## src/first_fit_heap_allocator_core_macros.svh

```systemverilog
// ----------------------------------------------------------------------------
// assertion macros for the first fit heap allocator
// ----------------------------------------------------------------------------
`ifndef FIRST_FIT_HEAP_ALLOCATOR_CORE_MACROS_SVH
`define FIRST_FIT_HEAP_ALLOCATOR_CORE_MACROS_SVH

// antecedent implies consequent in the same cycle
`define FFHA_ASSERT_IMPL(label, ante, cons) \
    label: assert property (@(posedge i_clk) disable iff (!i_rst_n) (ante) |-> (cons)) \
        else $error("ffha assertion failed");

// antecedent implies consequent in the next cycle
`define FFHA_ASSERT_NEXT(label, ante, cons) \
    label: assert property (@(posedge i_clk) disable iff (!i_rst_n) (ante) |=> (cons)) \
        else $error("ffha assertion failed");

`endif

```

## src/ffha_pkg.sv

```systemverilog
// ----------------------------------------------------------------------------
// ffha_pkg
// shared types and constants of the first fit heap allocator
// ----------------------------------------------------------------------------
package ffha_pkg;

    localparam int MAX_CHUNKS   = 64;
    localparam int IDX_W        = $clog2(MAX_CHUNKS);
    localparam int CNT_W        = $clog2(MAX_CHUNKS + 1);
    localparam int HEADER_BYTES = 32;
    localparam int ALIGN_BYTES  = 8;
    localparam logic [16:0] HEAP_CAP = 17'h10000;

    localparam logic [1:0] CMD_ALLOC   = 2'd0;
    localparam logic [1:0] CMD_CALLOC  = 2'd1;
    localparam logic [1:0] CMD_FREE    = 2'd2;
    localparam logic [1:0] CMD_REALLOC = 2'd3;

    localparam logic [2:0] ST_OK      = 3'd0;
    localparam logic [2:0] ST_ZERO    = 3'd1;
    localparam logic [2:0] ST_NOMEM   = 3'd2;
    localparam logic [2:0] ST_UNKNOWN = 3'd3;
    localparam logic [2:0] ST_FREED   = 3'd4;

    typedef struct packed {
        logic [1:0]  cmd;
        logic [31:0] req_size;
        logic [31:0] elem_count;
        logic [15:0] data_addr;
    } t_req;

    typedef struct packed {
        logic [2:0]  status;
        logic [15:0] result_addr;
        logic        reused;
        logic [15:0] copy_from;
        logic [16:0] copy_bytes;
        logic        zero_fill;
    } t_rsp;

    typedef struct packed {
        logic [15:0] start;
        logic [16:0] cap;
        logic [16:0] used;
        logic        free;
    } t_chunk;

endpackage

```

## src/ffha_cell.sv

```systemverilog
// ----------------------------------------------------------------------------
// ffha_cell
// one table entry of the rotating chunk chain
// ----------------------------------------------------------------------------
module ffha_cell (
    input  logic            i_clk,
    input  logic            i_shift,
    input  ffha_pkg::t_chunk i_chunk,
    output ffha_pkg::t_chunk o_chunk
);
    import ffha_pkg::*;

    t_chunk r_chunk;

    always_ff @(posedge i_clk) begin
        if (i_shift) begin
            r_chunk <= i_chunk;
        end
    end

    assign o_chunk = r_chunk;

endmodule

```

## src/first_fit_heap_allocator_core.sv

```systemverilog
// ----------------------------------------------------------------------------
// first_fit_heap_allocator_core
// first fit chunk table allocator serving alloc, calloc, free and realloc
// ----------------------------------------------------------------------------
// Each command passes through these steps from accept to a valid result: the
// calloc multiply, size rounding, a scan pass, a decision step, an update pass
// around the ring of chunk cells (one entry reaches the head per cycle) and
// loading of the result register. A new command is accepted in the cycle after
// that, so the block takes no new command until the last result is registered;
// a stalled result holds the block in its last state until the result register
// is free.
module first_fit_heap_allocator_core (
    input  logic          i_clk,
    input  logic          i_rst_n,
    input  logic          i_in_valid,
    output logic          o_in_stall,
    input  ffha_pkg::t_req i_in_beat,
    output logic          o_out_valid,
    input  logic          i_out_stall,
    output ffha_pkg::t_rsp o_out_beat,
    input  logic          i_cfg_we,
    input  logic [16:0]   i_cfg_wdata
);
    import ffha_pkg::*;

    typedef enum logic [2:0] {
        S_IDLE, S_MUL, S_PREP, S_SCAN, S_DECIDE, S_UPD, S_DONE
    } t_state;

    t_state           r_state;
    t_req             r_req;
    logic [63:0]      r_prod;
    logic [17:0]      r_sz;
    logic [17:0]      r_rnd;
    logic             r_zero;
    logic [IDX_W-1:0] r_idx;
    logic [CNT_W-1:0] r_count;
    logic [16:0]      r_heap_end;
    logic [16:0]      r_limit;
    logic             r_hit;
    logic [IDX_W-1:0] r_hit_idx;
    logic [16:0]      r_hit_cap;
    logic             r_fit;
    logic [IDX_W-1:0] r_fit_idx;
    logic [15:0]      r_fit_start;
    logic             r_op_free_k, r_op_used_k, r_op_take, r_op_app;
    logic [IDX_W-1:0] r_app_idx;
    logic [15:0]      r_app_start;
    t_rsp             r_rsp;
    logic             r_out_valid;
    t_rsp             r_out;

    t_chunk w_cell [MAX_CHUNKS];
    t_chunk w_head, w_tail;
    logic   w_shift;

    assign w_head  = w_cell[0];
    assign w_shift = (r_state == S_SCAN) || (r_state == S_UPD);

    genvar g;
    generate
        for (g = 0; g < MAX_CHUNKS; g++) begin : g_cell
            if (g == MAX_CHUNKS - 1) begin : g_last
                ffha_cell u_cell (
                    .i_clk(i_clk), .i_shift(w_shift), .i_chunk(w_tail), .o_chunk(w_cell[g])
                );
            end else begin : g_mid
                ffha_cell u_cell (
                    .i_clk(i_clk), .i_shift(w_shift), .i_chunk(w_cell[g+1]),
                    .o_chunk(w_cell[g])
                );
            end
        end
    endgenerate

    // entry leaving the head, with updates applied in the update pass
    always_comb begin
        w_tail = w_head;
        if (r_state == S_UPD) begin
            if (r_op_free_k && r_idx == r_hit_idx) begin
                w_tail.free = 1'b1;
            end
            if (r_op_used_k && r_idx == r_hit_idx) begin
                w_tail.used = r_req.req_size[16:0];
            end
            if (r_op_take && r_idx == r_fit_idx) begin
                w_tail.free = 1'b0;
                w_tail.used = r_sz[16:0];
            end
            if (r_op_app && r_idx == r_app_idx) begin
                w_tail.start = r_app_start;
                w_tail.cap   = r_rnd[16:0];
                w_tail.used  = r_sz[16:0];
                w_tail.free  = 1'b0;
            end
        end
    end

    logic [63:0] w_total;
    logic        w_big;
    logic [17:0] w_sz;
    logic        w_live;
    logic [18:0] w_need;
    logic [16:0] w_lim;

    assign w_total = (r_req.cmd == CMD_CALLOC) ? r_prod : {32'd0, r_req.req_size};
    assign w_big   = |w_total[63:17];
    assign w_sz    = w_big ? 18'h20000 : {1'b0, w_total[16:0]};
    assign w_live  = {1'b0, r_idx} < r_count;
    assign w_need  = {2'b00, r_heap_end} + 19'(HEADER_BYTES) + {1'b0, r_rnd};
    assign w_lim   = (r_limit > HEAP_CAP) ? HEAP_CAP : r_limit;

    // decision
    logic n_free_k, n_used_k, n_take, n_app;
    t_rsp n_rsp;
    logic w_do_alloc, w_zero_fail, w_nomem;

    always_comb begin
        n_free_k    = 1'b0;
        n_used_k    = 1'b0;
        n_take      = 1'b0;
        n_app       = 1'b0;
        n_rsp       = '0;
        w_do_alloc  = 1'b0;
        w_zero_fail = 1'b0;
        w_nomem     = (r_count >= CNT_W'(MAX_CHUNKS)) || (w_need > {2'b00, w_lim});
        unique case (r_req.cmd)
            CMD_ALLOC, CMD_CALLOC: begin
                if (r_zero) w_zero_fail = 1'b1;
                else        w_do_alloc  = 1'b1;
            end
            CMD_FREE: begin
                if (r_req.data_addr == 16'd0) begin
                    n_rsp.status = ST_OK;
                end else if (!r_hit) begin
                    n_rsp.status = ST_UNKNOWN;
                end else begin
                    n_free_k     = 1'b1;
                    n_rsp.status = ST_FREED;
                end
            end
            default: begin
                if (r_req.data_addr == 16'd0) begin
                    if (r_zero) w_zero_fail = 1'b1;
                    else        w_do_alloc  = 1'b1;
                end else if (!r_hit) begin
                    n_rsp.status = ST_UNKNOWN;
                end else if (r_zero) begin
                    n_free_k     = 1'b1;
                    n_rsp.status = ST_FREED;
                end else if ({1'b0, r_hit_cap} >= r_sz) begin
                    n_used_k          = 1'b1;
                    n_rsp.status      = ST_OK;
                    n_rsp.result_addr = r_req.data_addr;
                    n_rsp.reused      = 1'b1;
                end else begin
                    w_do_alloc = 1'b1;
                end
            end
        endcase
        if (w_zero_fail) begin
            n_rsp.status = ST_ZERO;
        end
        if (w_do_alloc) begin
            if (r_fit) begin
                n_take            = 1'b1;
                n_rsp.status      = ST_OK;
                n_rsp.result_addr = r_fit_start;
                n_rsp.reused      = 1'b1;
            end else if (w_nomem) begin
                n_rsp.status = ST_NOMEM;
            end else begin
                n_app             = 1'b1;
                n_rsp.status      = ST_OK;
                n_rsp.result_addr = r_heap_end[15:0] + 16'(HEADER_BYTES);
            end
            if (n_take || n_app) begin
                if (r_req.cmd == CMD_CALLOC) begin
                    n_rsp.zero_fill = 1'b1;
                end
                if (r_req.cmd == CMD_REALLOC && r_req.data_addr != 16'd0) begin
                    n_free_k         = 1'b1;
                    n_rsp.copy_from  = r_req.data_addr;
                    n_rsp.copy_bytes = r_hit_cap;
                end
            end
        end
    end

    always_ff @(posedge i_clk) begin
        if (!i_rst_n) begin
            r_state     <= S_IDLE;
            r_count     <= '0;
            r_heap_end  <= 17'(HEADER_BYTES);
            r_limit     <= 17'h10000;
            r_out_valid <= 1'b0;
            r_idx       <= '0;
        end else begin
            if (i_cfg_we) begin
                r_limit <= i_cfg_wdata;
            end
            if (r_out_valid && !i_out_stall) begin
                r_out_valid <= 1'b0;
            end
            unique case (r_state)
                S_IDLE: begin
                    if (i_in_valid) begin
                        r_req   <= i_in_beat;
                        r_state <= S_MUL;
                    end
                end
                S_MUL: begin
                    r_prod  <= {32'd0, r_req.req_size} * {32'd0, r_req.elem_count};
                    r_state <= S_PREP;
                end
                S_PREP: begin
                    r_sz    <= w_sz;
                    r_rnd   <= (w_sz + 18'(ALIGN_BYTES - 1)) & ~18'(ALIGN_BYTES - 1);
                    r_zero  <= (w_total == 64'd0);
                    r_hit   <= 1'b0;
                    r_fit   <= 1'b0;
                    r_idx   <= '0;
                    r_state <= S_SCAN;
                end
                S_SCAN: begin
                    if (w_live && !w_head.free && w_head.start == r_req.data_addr && !r_hit) begin
                        r_hit     <= 1'b1;
                        r_hit_idx <= r_idx;
                        r_hit_cap <= w_head.cap;
                    end
                    if (w_live && w_head.free && {1'b0, w_head.cap} >= r_rnd && !r_fit) begin
                        r_fit       <= 1'b1;
                        r_fit_idx   <= r_idx;
                        r_fit_start <= w_head.start;
                    end
                    r_idx <= r_idx + 1'b1;
                    if (r_idx == IDX_W'(MAX_CHUNKS - 1)) begin
                        r_state <= S_DECIDE;
                    end
                end
                S_DECIDE: begin
                    r_op_free_k <= n_free_k;
                    r_op_used_k <= n_used_k;
                    r_op_take   <= n_take;
                    r_op_app    <= n_app;
                    r_app_idx   <= r_count[IDX_W-1:0];
                    r_app_start <= r_heap_end[15:0] + 16'(HEADER_BYTES);
                    r_rsp       <= n_rsp;
                    if (n_app) begin
                        r_count    <= r_count + 1'b1;
                        r_heap_end <= w_need[16:0];
                    end
                    r_idx   <= '0;
                    r_state <= S_UPD;
                end
                S_UPD: begin
                    r_idx <= r_idx + 1'b1;
                    if (r_idx == IDX_W'(MAX_CHUNKS - 1)) begin
                        r_state <= S_DONE;
                    end
                end
                S_DONE: begin
                    if (!r_out_valid || !i_out_stall) begin
                        r_out       <= r_rsp;
                        r_out_valid <= 1'b1;
                        r_state     <= S_IDLE;
                    end
                end
                default: r_state <= S_IDLE;
            endcase
        end
    end

    assign o_in_stall  = (r_state != S_IDLE);
    assign o_out_valid = r_out_valid;
    assign o_out_beat  = r_out;

`include "first_fit_heap_allocator_core_macros.svh"

    `FFHA_ASSERT_IMPL(a_count_max, 1'b1, r_count <= CNT_W'(MAX_CHUNKS))
    `FFHA_ASSERT_IMPL(a_heap_end_range, 1'b1, r_heap_end >= 17'(HEADER_BYTES) && r_heap_end <= HEAP_CAP)
    `FFHA_ASSERT_IMPL(a_zero_fill_ok, o_out_valid && o_out_beat.zero_fill, o_out_beat.status == ST_OK && o_out_beat.result_addr != 16'd0)
    `FFHA_ASSERT_NEXT(a_count_step, r_state != S_DECIDE, r_count == $past(r_count))

endmodule
```

## config.mk

```make
export PLATFORM = sky130hd
export DESIGN_NAME = first_fit_heap_allocator_core
export DESIGN_NICKNAME = d
export VERILOG_FILES = /design/src/ffha_pkg.sv /design/src/ffha_cell.sv /design/src/first_fit_heap_allocator_core.sv
export VERILOG_INCLUDE_DIRS = /design/src /design/src/src
export SDC_FILE = /design/constraint.sdc
export NUM_CORES = 2
export LEC_CHECK = 0
export ABC_AREA = 0
export BUFFER_PORTS_ARGS = -buffer_cell sky130_fd_sc_hd__buf_2
export CORE_UTILIZATION = 44
export DETAILED_ROUTE_END_ITERATION = 10
export PLACE_DENSITY = 0.62
export SLEW_MARGIN = 20
export SYNTH_ARGS = -nofsm -noshare
export SYNTH_HDL_FRONTEND = slang
export SYNTH_SLANG_ARGS = --single-unit
```

## constraint.sdc

```tcl
create_clock -name i_clk -period 126.4 [get_ports i_clk]
set_input_delay 25.28 -clock i_clk [delete_from_list [all_inputs] [get_ports i_clk]]
set_output_delay 25.28 -clock i_clk [all_outputs]
set_load 0.05 [all_outputs]
```

==> results by group <==
Synth
  – Synth area leader: edfxtp_1
  – Syn Inst Count: 7070
  – Commonest cells in the netlist: edfxtp_1 (2533), inv_1 (952), fa_1 (897)
  – Fraction of registers with async set or reset after synthesis: 0%
  – Net count after synthesis: 8416
  – Syn avg cell area: 16.4 sq um
  – Post-synthesis cell type count: 79
  – Top-count cell post-synth: edfxtp_1
  – Number of synthesized flops with an enable pin: 2533
  – Synth area leaders: edfxtp_1 (66%), fa_1 (16%), ha_1 (3.7%)
  – Yosys Warn Count: 0
  – Synthesized area: 0.116 sq mm
  – Seq/Total Area, Yosys: 66.6%
  – #FFs+latches synth: 2581
  – Post-synth top area share: 65.8%
  – Main synth FF type: edfxtp_1

Placed design
  – HPWL after detailed placement: 140000 um
  – DP Area: 0.121 sq mm
  – IO buf count: 159
  – Routability cong.: 0.846

Critical path
  – Crit Path Max Fanout: 15
  – Worst Path Required: 101120 ps
  – Worst EP arrival: 2070 ps
  – CP Class: flop to primary output
  – CP startpoint kind: flop
  – Worst setup EP type: primary output

Cells and area
  – Fillers: 21500
  – Fraction of layout cells with a size suffix above 1: 9.27%
  – Final #Nets: 8704
  – Design Area, Final: 0.129 sq mm
  – Area growth, synth to finish: 11.9%

Clock tree
  – Clk buf depth: 4
  – H-tree depth: 5
  – Clock-pin slew on the worst setup and hold paths: 60 ps
  – Clock Tree Root: clkbuf_16
  – TritonCTS Buffers: 266
  – Post-CTS sizing: 0
  – CTS tree: built
  – Worst skew pair latency: 860 ps
  – Sink Count: 2581
  – Hold Buf Count CTS: 0
  – Setup bufs post-CTS: 0

Drt
  – DRC viols: 0
  – Detail Route Antenna Nets: 0
  – Router iterations before antenna repair: 6
  – Vias/cell: 4.94
  – Iter 0 DRT Violations: 4241
  – DRT Wirelength: 212000 um
  – DR WL/cell: 19.1 um
  – Via Count: 54700

Timing
  – Final Hold Fails: 0
  – Crit share post-route: 21.6%
  – Worst hold slack: 378 ps
  – Final setup viols: 0
  – Worst slew margin: 25.1%
  – Worst Max-Slew Pin Slew: 1120 ps
  – Setup TNS: 0 ps
  – Post-layout min period: 27350 ps
  – Worst Skew: 73.2 ps
  – RSZ-0062 raised after global routing: no
  – Fmax: 36.6 MHz
  – Slew Viols, Final: 0

Floorplan
  – Site row count: 187
  – Chip height: 515 um
  – Io pins: 160
  – Initial Util: 44.4%
  – Core Region: 0.260 sq mm
  – Area of the die: 0.265 sq mm
  – Die X: 515 um

Job
  – Max-cap violations: 0

GRT
  – Largest net degree at the start of global routing: 206
  – First-pass GRT wire length: 338000 um
  – Vias in the first global route: 57900
  – GRT Util Overall: 16.5%
  – Initial antenna violation count: 10
  – Grt ovf: 0

Min path
  – HP Class: flop to flop

Status
  – Status: completed
-- worst max-delay path, cell delays in order (launching register included) --
cell	delay, ps
dfxtp_1	700
or3_1	240
buf_2	270
-- per-stage QoR --
stage | util (%) | setup slack, ps | std cells
global placement | 46.4 | 98320 | 10600
floorplan | - | 30890 | 7070
CTS | 49.7 | 98990 | 11100
finish | 49.7 | 99050 | 11100
detailed placement | 46.4 | 98140 | 10600
global route | 49.7 | 98960 | 11100
-- cell usage in the layout (no fill, tap or decap), drive strengths merged, types with 16 or more instances in the layout --
cell,instances
edfxtp,2533
inv,962
fa,897
nand2,595
and2,591
ha,345
clkbuf,334
buf,267
clkinv,106
a21oi,97
nor2,93
xnor2,76
o21ai,67
xor2,56
a21o,54
nor2b,49
dfxtp,48
mux2i,45
nand3,37
nor4,34
nand4,27
mux2,26
nor3,24
bufinv,17
nand2b,16
-- metal layers --
layer / vias to the layer above / track usage, % / wire (um)
li1: 24500 / - / -
met1: 28500 / 23.9 / 97300
met2: 1240 / 25.8 / 98900
met3: 371 / 2.26 / 9490
met4: 0 / 5.12 / 6060
met5: - / 0 / 0
-- area by class of cell --
cell class	instances	area (sq um)	share of cell area, %
Multi-Input combinational cell	3289	34200	26.4
Timing Repair Buffer	267	1660	1.28
Clock inverter	139	1360	1.05
Tap cell	3496	4370	3.38
Inverter	953	3580	2.77
Clock buffer	334	7200	5.57
Sequential cell	2581	77000	59.5
Antenna cell	3	7.51	0.00580
-- registers in the layout, summed over array words and instances, names as in the netlist, 3 cells and up --
register                      count
r_state                           3
r_prod                           64
r_idx                             6
g_cell.g_mid.u_cell.o_chunk    2142
r_app_idx                         6
r_rnd                            15
g_cell.g_last.u_cell.o_chunk     34
r_hit_idx                         6
r_hit_cap                        17
r_heap_end                       14
r_count                           7
r_limit                          17
r_app_start                      13
o_out_beat                       54
r_fit_start                      16
r_rsp                            54
r_sz                             18
r_fit_idx                         6
r_req                            82
-- kinds of logic (layout without fill, tap and decap cells) --
kind of cell             after synthesis  after routing  share of synthesized area (%)
AO/OA/AOI/OAI                        338            338                           1.91
XOR/XNOR                             132            132                           1.00
adder cells (fa/ha/maj)             1242           1242                           19.3
buffers and inverters               1200           1693                           3.92
flip-flops                          2581           2581                           66.6
multiplexers                          71             71                          0.643
other                                  0              3                              0
AND/OR/NAND/NOR                     1506           1506                           6.65
-- path summary, 6_finish.rpt --
kind | startpoint | to | slack (ps) | cells past startpoint
hold / removal | g_cell[4].g_mid.u_cell.o_chunk[30]$_DFFE_PP_ | g_cell[3].g_mid.u_cell.o_chunk[30]$_DFFE_PP_ | 380 | 0
setup reg to reg | r_req[63]$_DFFE_PP_ | r_prod[63]$_DFFE_PP_ | 117800 | 26
setup / recovery | r_state[2]$_SDFFE_PN0P_ | o_in_stall | 99050 | 2
hold reg to reg | g_cell[4].g_mid.u_cell.o_chunk[30]$_DFFE_PP_ | g_cell[3].g_mid.u_cell.o_chunk[30]$_DFFE_PP_ | 380 | 0
Power is left out: the tool's default activity adds up to more than one toggle a clock period on the data nets, which glitch-free logic cannot reach.
